$ cat config.mk
export PLATFORM = sky130hd
export DESIGN_NAME = cbor_integer_encoder
export DESIGN_NICKNAME = d
export VERILOG_FILES = /design/src/cborie_pkg.sv /design/src/cbor_integer_encoder.sv /design/src/cborie_encode.sv
export SDC_FILE = /design/constraint.sdc
export NUM_CORES = 1
export LEC_CHECK = 0
export BUFFER_PORTS_ARGS = -buffer_cell sky130_fd_sc_hd__buf_2
export CORE_MARGIN = 4
export CORE_UTILIZATION = 50
export CTS_BUF_LIST = sky130_fd_sc_hd__clkbuf_4
export CTS_CLUSTER_SIZE = 10
export DETAILED_ROUTE_END_ITERATION = 16
export PLACE_DENSITY = 0.75
export SKIP_LAST_GASP = 1
export SLEW_MARGIN = 20
export SYNTH_ARGS = -nofsm -noshare
export SYNTH_HDL_FRONTEND = slang
export SYNTH_SLANG_ARGS = --single-unit
$ cat constraint.sdc
create_clock -name clk -period 7.2 [get_ports clk]
set_input_delay 0.72 -clock clk [delete_from_list [all_inputs] [get_ports clk]]
set_output_delay 0.72 -clock clk [all_outputs]
set_load 0.02 [all_outputs]
$ cat src/cborie_pkg.sv
// Package for the CBOR integer encoder: field widths, head byte codes and
// the encoder result structure. Depends on nothing; used by all modules.

package cborie_pkg;

    localparam int VALUE_W      = 64;
    localparam int LIMIT_W      = 8;
    localparam int BYTE_W       = 8;
    localparam int FRAME_BYTES  = 9;
    localparam int FRAME_W      = FRAME_BYTES * BYTE_W;
    localparam int CNT_W        = 4;
    localparam int IN_DATA_W    = VALUE_W + LIMIT_W;

    localparam logic [4:0] HEAD_NUM_MAX = 5'd23;
    localparam logic [4:0] INFO_ONE     = 5'd24;
    localparam logic [4:0] INFO_TWO     = 5'd25;
    localparam logic [4:0] INFO_FOUR    = 5'd26;
    localparam logic [4:0] INFO_EIGHT   = 5'd27;

    localparam logic [2:0] MAJOR_UNSIGNED = 3'd0;
    localparam logic [2:0] MAJOR_NEGATIVE = 3'd1;

    localparam logic [CNT_W-1:0] LEN_ONE   = 4'd1;
    localparam logic [CNT_W-1:0] LEN_TWO   = 4'd2;
    localparam logic [CNT_W-1:0] LEN_THREE = 4'd3;
    localparam logic [CNT_W-1:0] LEN_FIVE  = 4'd5;
    localparam logic [CNT_W-1:0] LEN_NINE  = 4'd9;

    typedef struct packed {
        logic [FRAME_W-1:0] frame;
        logic [CNT_W-1:0]   total;
        logic               fail;
    } enc_t;

endpackage

$ cat src/cbor_integer_encoder.sv
// Top level of the CBOR integer encoder: input register, encoder and byte
// serialiser on the result side. Depends on cborie_pkg and cborie_encode.
//
// Usage: an input transaction carries the value and space limit in
// s_axis_tdata and the signed flag in s_axis_tuser. Each input yields the
// shortest CBOR head encoding, one byte per output transaction on
// m_axis_tdata, head byte first, with m_axis_tlast on the final byte.
// If the encoding does not fit the space limit, a single transaction with
// data 0, m_axis_tuser (fail) and m_axis_tlast high is sent instead.
// The input is held in the input register and then loaded into the byte
// buffer, from which the first byte is offered; a busy output delays the load.
// Throughput: one output byte per cycle while m_axis_tready is high; items
// are 1, 2, 3, 5 or 9 bytes long, and this serialiser sets the rate.
// The input register accepts the next item while the current one is still
// being sent, and hands it over in the cycle its last byte is taken.
// Reset empties both registers; nothing is offered until a new input.
// While the receiver holds m_axis_tready low, the offered byte holds and
// the input side fills at most one further item before stalling.

module cbor_integer_encoder
(
    input  logic                             clk,
    input  logic                             rst_n,
    input  logic                             s_axis_tvalid,
    output logic                             s_axis_tready,
    // tdata: value [63:0], space_limit [71:64]
    input  logic [cborie_pkg::IN_DATA_W-1:0] s_axis_tdata,
    // tuser: cmd (1 means signed)
    input  logic                             s_axis_tuser,
    output logic                             m_axis_tvalid,
    input  logic                             m_axis_tready,
    // tdata: out_byte [7:0]
    output logic [cborie_pkg::BYTE_W-1:0]    m_axis_tdata,
    output logic                             m_axis_tlast,
    // tuser: fail
    output logic                             m_axis_tuser
);
    import cborie_pkg::*;

    logic                  in_valid_reg;
    logic                  cmd_reg;
    logic [VALUE_W-1:0]    value_reg;
    logic [LIMIT_W-1:0]    limit_reg;

    logic                  out_valid_reg;
    logic [FRAME_W-1:0]    buf_reg;
    logic [FRAME_W-1:0]    buf_next;
    logic [CNT_W-1:0]      cnt_reg;
    logic [CNT_W-1:0]      cnt_next;
    logic                  fail_reg;

    enc_t                  enc;
    logic                  out_take;
    logic                  out_done;
    logic                  load;
    logic                  in_take;

    cborie_encode u_encode
    (
        .cmd         (cmd_reg),
        .value       (value_reg),
        .space_limit (limit_reg),
        .enc         (enc)
    );

    assign out_take      = out_valid_reg && m_axis_tready;
    assign out_done      = out_take && (cnt_reg == LEN_ONE);
    assign load          = in_valid_reg && (!out_valid_reg || out_done);
    assign s_axis_tready = !in_valid_reg || load;
    assign in_take       = s_axis_tvalid && s_axis_tready;

    always_ff @(posedge clk or negedge rst_n)
    begin
        if (!rst_n)
        begin
            in_valid_reg <= 1'b0;
        end
        else if (in_take)
        begin
            in_valid_reg <= 1'b1;
        end
        else if (load)
        begin
            in_valid_reg <= 1'b0;
        end
    end

    always_ff @(posedge clk)
    begin
        if (in_take)
        begin
            cmd_reg   <= s_axis_tuser;
            value_reg <= s_axis_tdata[VALUE_W-1:0];
            limit_reg <= s_axis_tdata[IN_DATA_W-1:VALUE_W];
        end
    end

    always_comb
    begin
        buf_next = buf_reg;
        cnt_next = cnt_reg;
        if (load)
        begin
            buf_next = enc.fail ? '0 : enc.frame;
            cnt_next = enc.fail ? LEN_ONE : enc.total;
        end
        else if (out_take)
        begin
            buf_next = {buf_reg[FRAME_W-BYTE_W-1:0], {BYTE_W{1'b0}}};
            cnt_next = cnt_reg - LEN_ONE;
        end
    end

    always_ff @(posedge clk or negedge rst_n)
    begin
        if (!rst_n)
        begin
            out_valid_reg <= 1'b0;
            cnt_reg       <= '0;
            fail_reg      <= 1'b0;
        end
        else
        begin
            cnt_reg <= cnt_next;
            if (load)
            begin
                out_valid_reg <= 1'b1;
                fail_reg      <= enc.fail;
            end
            else if (out_done)
            begin
                out_valid_reg <= 1'b0;
            end
        end
    end

    always_ff @(posedge clk)
    begin
        buf_reg <= buf_next;
    end

    assign m_axis_tvalid = out_valid_reg;
    assign m_axis_tdata  = buf_reg[FRAME_W-1:FRAME_W-BYTE_W];
    assign m_axis_tlast  = (cnt_reg == LEN_ONE);
    assign m_axis_tuser  = fail_reg;

    a_fail_single: assert property (@(posedge clk) disable iff (!rst_n)
        (m_axis_tvalid && m_axis_tuser) |-> (m_axis_tlast && (m_axis_tdata == '0)))
        else $error("failed item is not a single zero byte");

    a_count_range: assert property (@(posedge clk) disable iff (!rst_n)
        m_axis_tvalid |-> ((cnt_reg != '0) && (cnt_reg <= LEN_NINE)))
        else $error("byte count out of range while output is valid");

    a_stall_hold: assert property (@(posedge clk) disable iff (!rst_n)
        (m_axis_tvalid && !m_axis_tready) |=> (m_axis_tvalid && $stable(cnt_reg)))
        else $error("byte count moved while the receiver stalled");

    a_no_load_busy: assert property (@(posedge clk) disable iff (!rst_n)
        (load && out_valid_reg) |-> out_done)
        else $error("new item loaded over an unfinished one");

endmodule

$ cat src/cborie_encode.sv
// Combinational CBOR integer head encoder: builds the byte frame, its length
// and the fail flag for one item. Depends on cborie_pkg.

module cborie_encode
(
    input  logic                           cmd,
    input  logic [cborie_pkg::VALUE_W-1:0] value,
    input  logic [cborie_pkg::LIMIT_W-1:0] space_limit,
    output cborie_pkg::enc_t               enc
);
    import cborie_pkg::*;

    logic                negative;
    logic [VALUE_W-1:0]  mag;
    logic [2:0]          major;
    logic [4:0]          info;
    logic [VALUE_W-1:0]  arg_aligned;
    logic [CNT_W-1:0]    total;

    assign negative = cmd && value[VALUE_W-1];
    assign mag      = negative ? ~value : value;
    assign major    = negative ? MAJOR_NEGATIVE : MAJOR_UNSIGNED;

    always_comb
    begin
        if (mag <= {{(VALUE_W-5){1'b0}}, HEAD_NUM_MAX})
        begin
            info        = mag[4:0];
            total       = LEN_ONE;
            arg_aligned = '0;
        end
        else if (mag[VALUE_W-1:8] == '0)
        begin
            info        = INFO_ONE;
            total       = LEN_TWO;
            arg_aligned = {mag[7:0], 56'd0};
        end
        else if (mag[VALUE_W-1:16] == '0)
        begin
            info        = INFO_TWO;
            total       = LEN_THREE;
            arg_aligned = {mag[15:0], 48'd0};
        end
        else if (mag[VALUE_W-1:32] == '0)
        begin
            info        = INFO_FOUR;
            total       = LEN_FIVE;
            arg_aligned = {mag[31:0], 32'd0};
        end
        else
        begin
            info        = INFO_EIGHT;
            total       = LEN_NINE;
            arg_aligned = mag;
        end
    end

    assign enc.frame = {major, info, arg_aligned};
    assign enc.total = total;
    assign enc.fail  = (space_limit == '0) ||
                       (space_limit < {{(LIMIT_W-CNT_W){1'b0}}, total});

endmodule
Yosys cells after proc, flatten, opt, wreduce, memory -nomap -nowiden
Index checks and enable logic that the tools add are counted.
- bits in registers: 152
- $add $sub $neg: 1
- bitwise logic cells: 1
- multiplexer cells: 24
- reductions and logical operators: 17
- $lt $le $gt $ge: 2
- eq/ne operators: 1
- operator list (kind ; count):
    two-way mux 64 bit ; 5
    two-way mux 72 bit ; 3
    <= comparator 64 x 5 -> 1 bit (second input constant) ; 1
    NOT 64 bit ; 1
    zero test 56 bit ; 1
    zero test 48 bit ; 1
    zero test 32 bit ; 1
    two-way mux 4 bit ; 7
    two-way mux 5 bit ; 3
    zero test 8 bit ; 1
    less-than comparator 8 x 4 -> 1 bit ; 1
    two-way mux 1 bit ; 6
    nonzero test 2 bit ; 3
    logical AND 1 bit ; 5
    == test 4 x 1 -> 1 bit (second input constant) ; 1
    subtractor 4 x 1 -> 4 bit (second input constant) ; 1
    logical OR 1 bit ; 3
    zero test 1 bit ; 2

Logic depth before layout (Yosys ltp)
- depth after elaboration: 11
- depth in mapped cells: 19
- depth with buffers taken out: 14

Modules after synthesis
From an unflattened synthesis, not the netlist that was laid out.
- cell total of the unflattened synthesis: 758
- area, all modules: 8137.8 um^2
- modules (own cells, without submodules) (module ; seq. area each (um^2) ; cells an instance ; times used ; area each (um^2)):
    cbor_integer_encoder ; 4529.3 ; 416 ; 1 ; 5947.0
    cborie_encode ; 0.0 ; 342 ; 1 ; 2190.9

Worst setup path after synthesis
OpenSTA, ideal clock, no wires.
- path kind: register to register
- start point: register cnt_reg[1]
- end point: register cmd_reg (enable)
- cell stages (with the launch flop): 7
- path slack: 3446 ps
- setup time: 439 ps
- data arrival time: 3316 ps
- buffers on the path: 0
- data required time: 6761 ps
- path through: dfrtp_1 > inv_1 > ha_1 > nor3b_1 > nand2_1 > nand3_1 > and2_1
- cells in the longest elaborated chain, start to end: 6
- RTL lines (item ; RTL line ; source):
    from (decl) ; cbor_integer_encoder.sv:48 ; logic [CNT_W-1:0] cnt_reg;
    from (signal assigned) ; cbor_integer_encoder.sv:124 ; cnt_reg <= cnt_next;
    == test 4 x 1 -> 1 bit ; -- ;
    named net m_axis_tlast ; cbor_integer_encoder.sv:34 ; output logic m_axis_tlast,
    logical AND 1 bit ; cbor_integer_encoder.sv:67 ; assign out_done = out_take && (cnt_reg == LEN_ONE);
    logical OR 1 bit ; cbor_integer_encoder.sv:68 ; assign load = in_valid_reg && (!out_valid_reg || out_done);
    logical AND 1 bit ; cbor_integer_encoder.sv:68 ;
    logical OR 1 bit ; cbor_integer_encoder.sv:69 ; assign s_axis_tready = !in_valid_reg || load;
    named net s_axis_tready ; cbor_integer_encoder.sv:25 ; output logic s_axis_tready,
    logical AND 1 bit ; cbor_integer_encoder.sv:70 ; assign in_take = s_axis_tvalid && s_axis_tready;
    named net in_take ; cbor_integer_encoder.sv:56 ; logic in_take;
    to (signal assigned) ; cbor_integer_encoder.sv:92 ; cmd_reg <= s_axis_tuser;
    to (decl) ; cbor_integer_encoder.sv:41 ; logic cmd_reg;
The timed path passes the listed nets, and every way through them passes these cells.
A chain may end at the register's enable or synchronous reset.

Final worst setup path
- start point: register value_reg[63]
- end point: register buf_reg[42] (data pin)
- cells in the longest elaborated chain, start to end: 11
- elaborated cells between the ends (all ways): 19
- RTL lines (item ; RTL line ; source):
    from (decl) ; cbor_integer_encoder.sv:42 ; logic [VALUE_W-1:0] value_reg;
    from (signal assigned) ; cbor_integer_encoder.sv:93 ; value_reg <= s_axis_tdata[VALUE_W-1:0];
    logical AND 1 bit or NOT 64 bit (tied branches) ; cborie_encode.sv:20, cborie_encode.sv:21 ;
    two-way mux 64 bit (*) ; cborie_encode.sv:21 ; assign mag = negative ? ~value : value;
    branches (longest 7 deep; another with <= comparator 64 x 5 -> 1 bit) ; -- ;
    two-way mux 72 bit (*) ; cbor_integer_encoder.sv:104 ; buf_next = enc.fail ? '0 : enc.frame;
    two-way mux 72 bit (*) ; cbor_integer_encoder.sv:102 ; if (load)
    named net buf_next[42] ; cbor_integer_encoder.sv:47 ; logic [FRAME_W-1:0] buf_next;
    to (signal assigned) ; cbor_integer_encoder.sv:139 ; buf_reg <= buf_next;
    to (decl) ; cbor_integer_encoder.sv:46 ; logic [FRAME_W-1:0] buf_reg;
Mark *: on every way through the listed nets, which the timed path passes.

==> results.sh <==
export IMPL_synthTopCellsByArea="edfxtp_1, xnor2_1, o21ai_0"
export IMPL_synth_warnings=0
export IMPL_gp_congestion=0.917
export IMPL_dp_hpwl_mm=12.7
export IMPL_insertion_delay_ns=0.56
export IMPL_viasPerCell=6.03
export IMPL_hold_ws_ns=0.320
export IMPL_io_buffers=88
export IMPL_final_cells=836
export IMPL_syn_area_mm2=0.00742
export IMPL_drt_wl_total_mm=17.8
export IMPL_die_x_um=130
export IMPL_setup_viol=0
export IMPL_fmax_mhz=183
export IMPL_rsz0062_at_grt="no"
export IMPL_max_cap_violations=0
export IMPL_io_pins=89
export IMPL_hold_start="s_axis_tdata[13]"
export IMPL_peakVddDrop_v=0.000126
export IMPL_cts_buffer_depth=2
export IMPL_setup_slack_ns=1.73
export IMPL_coreArea_mm2=0.0145
export IMPL_synth_most_common_cell="edfxtp_1"
export IMPL_antenna_found_initial=0
export IMPL_grt_pass1_wl_mm=27.6
export IMPL_p_per_area_mw_per_mm2=252
export IMPL_post_cts_buffers=0
export IMPL_async_flop_share=0.0461
export IMPL_dp_cells=802
export IMPL_endpoint_kind="register"
export IMPL_start_kind="register"
export IMPL_synth_commonest_cells="edfxtp_1, nand2_1, xnor2_1"
export IMPL_num_fill_cells=1238
export IMPL_period_needed_ns=5.47
export IMPL_setup_worst_path_start="value_reg[63]"
export IMPL_cts_root_buf="clkbuf_4"
export IMPL_clock_sinks=152
export IMPL_critical_path_max_fanout=38
export IMPL_postRouteAntennaNets=0
export IMPL_tightest_slew_ns=0.961
export IMPL_drc=0
export IMPL_total_power_mw=2.04
export IMPL_grt_util_all_layers=0.218
export IMPL_num_vias=5039
export IMPL_period_share=0.759
export IMPL_tritoncts="yes"
export IMPL_h_tree_depth=4
export IMPL_die_y_um=130
export IMPL_synth_cell_types=65
export IMPL_r2r_cells=13
export IMPL_arrival_ns=5.80
export IMPL_fp_dieArea_mm2=0.0169
export IMPL_grt_max_degree=74
export IMPL_cts_made_buffers=17
export IMPL_r2r_setup_slack_ns=1.73
export IMPL_whs_path_depth=1
export IMPL_status="completed"
export IMPL_finClkSkew_ns=0.0202
export IMPL_r2r_end="buf_reg[42]"
export IMPL_grt_pass1_vias=4787
export IMPL_yosysSeqAreaShare=0.610
export IMPL_initial_core_util=0.511
export IMPL_grt_overflow=0
export IMPL_yosysTopAreaCellShare=0.586
export IMPL_yosys_area_top_type="edfxtp_1"
export IMPL_reg2reg_from="value_reg[63]"
export IMPL_drv_slew=0
export IMPL_relSlewSlack=0.358
export IMPL_avgSynthCellArea_um2=13.0
export IMPL_nNetsFinal=721
export IMPL_drive_above_1_share=0.227
export IMPL_clk_pin_slew_ns=0.13
export IMPL_leakage_nw=2.83
export IMPL_crit_end="buf_reg[42]"
export IMPL_antenna_cells=0
export IMPL_path_class="reg2reg"
export IMPL_hold_violations=0
export IMPL_ys_ff_latch=152
export IMPL_dr_pass1_iters=8
export IMPL_largest_register_ff_count=72
export IMPL_hp_class="in2reg"
export IMPL_synth_net_count=655
export IMPL_wl_per_cell_um=21.3
export IMPL_synth_edff_count=145
export IMPL_syn_inst=573
export IMPL_critical_path_required_ns=7.53
export IMPL_fp_row_count=44
export IMPL_place_ws_ns=1.76
export IMPL_synth_ff_type="edfxtp_1"
export IMPL_drtIter0Drc=572
export IMPL_tns_ns=0
export IMPL_area_growth_pct=8.95
export IMPL_post_cts_resized=0
-- per-layer routing --
metal | wire [µm] | part of all wire | global-route usage
met1 | 7660 | 0.43 | 0.311
met2 | 8430 | 0.47 | 0.337
met5 | 0 | 0 | 0
met3 | 1370 | 0.077 | 0.0487
met4 | 320 | 0.018 | 0.0685
-- area by class of cell --
class / instances / area [µm²] / share of cell area
flip-flops and latches: 152 / 4530 / 0.560
well taps: 184 / 230 / 0.0285
repair buffers: 96 / 507 / 0.0626
multi-input cells: 364 / 2550 / 0.316
clock buffers: 18 / 135 / 0.0167
inverters: 8 / 30.0 / 0.00371
clock inverters: 14 / 103 / 0.0127
-- repair_timing --
item | 4_1_cts | 5_1_grt
hold buffers | 1 | 0
endpoints found under the hold margin | 7 | 0
setup endpoints to repair | 0 | 0
-- layout by cell type, fill, tap and decap left out, drive strengths merged, types with 3 or more instances in the layout --
| cell type | synthesis | final |
|---|---|---|
| inv | 8 | 10 |
| nor4 | 18 | 18 |
| nand2 | 45 | 45 |
| clkbuf | 18 | 18 |
| nand2b | 5 | 5 |
| nor3 | 4 | 4 |
| a311oi | 4 | 4 |
| clkinvlp | 0 | 3 |
| a32o | 13 | 13 |
| o21a | 7 | 7 |
| mux2i | 19 | 19 |
| edfxtp | 145 | 145 |
| dfrtp | 7 | 7 |
| nand3 | 5 | 5 |
| ha | 5 | 5 |
| nand3b | 3 | 3 |
| a211o | 11 | 11 |
| o21ai | 44 | 44 |
| or3 | 3 | 3 |
| and2 | 6 | 6 |
| buf | 31 | 95 |
| o211ai | 11 | 11 |
| a21oi | 11 | 11 |
| o311a | 3 | 3 |
| or4 | 3 | 3 |
| nor2b | 3 | 3 |
| a22o | 17 | 17 |
| clkinv | 0 | 9 |
| xnor2 | 44 | 44 |
| nand4 | 15 | 15 |
| nor2 | 23 | 23 |
| o31ai | 3 | 3 |
| a31oi | 4 | 4 |
| a211oi | 5 | 5 |
| a22oi | 3 | 3 |
| mux2 | 6 | 6 |
-- critical path: stages, from the launching register on --
cell and delay [ns]:
edfxtp_1 0.44, nand2_1 0.58, nor4_1 0.55, a2bb2oi_2 0.14, or2_1 0.22, buf_4 0.24
inv_2 0.61, nand2_1 0.20, ha_1 0.26, a2111oi_0 0.40, nand2_1 0.12, o21bai_1 0.78
nor2_2 0.35, a32o_1 0.33
-- through the flow --
step / instance area [µm²] / utilization
detailed placement: 7830 / 0.539
global placement: 7830 / 0.539
finish: 8090 / 0.557
floorplan: 7420 / -
CTS: 8080 / 0.556
global route: 8090 / 0.557
-- report_power, final --
group	internal, mW	switching, mW	total (mW)
combinational	0.156	0.215	0.371
sequential	1.13	0.0886	1.22
clock	0.141	0.314	0.455
total	1.42	0.618	2.04
-- cell families after synthesis --
kind of cell             after synthesis  synth area share
XOR/XNOR                              45            0.0531
buffers and inverters                 57            0.0465
adder cells (fa/ha/maj)                5           0.00843
flip-flops                           152             0.610
AO/OA/AOI/OAI                        150             0.148
AND/OR/NAND/NOR                      139            0.0989
multiplexers                          25            0.0352
-- how the worst min path moves through the flow --
stage and endpoint:
2_1_floorplan cnt_reg[0], 3_3_place_gp cnt_reg[1], 3_5_place_dp buf_reg[31], 4_1_cts value_reg[13], 5_1_grt value_reg[21], 6_report value_reg[13]
(Power assumes the default switching activity.)
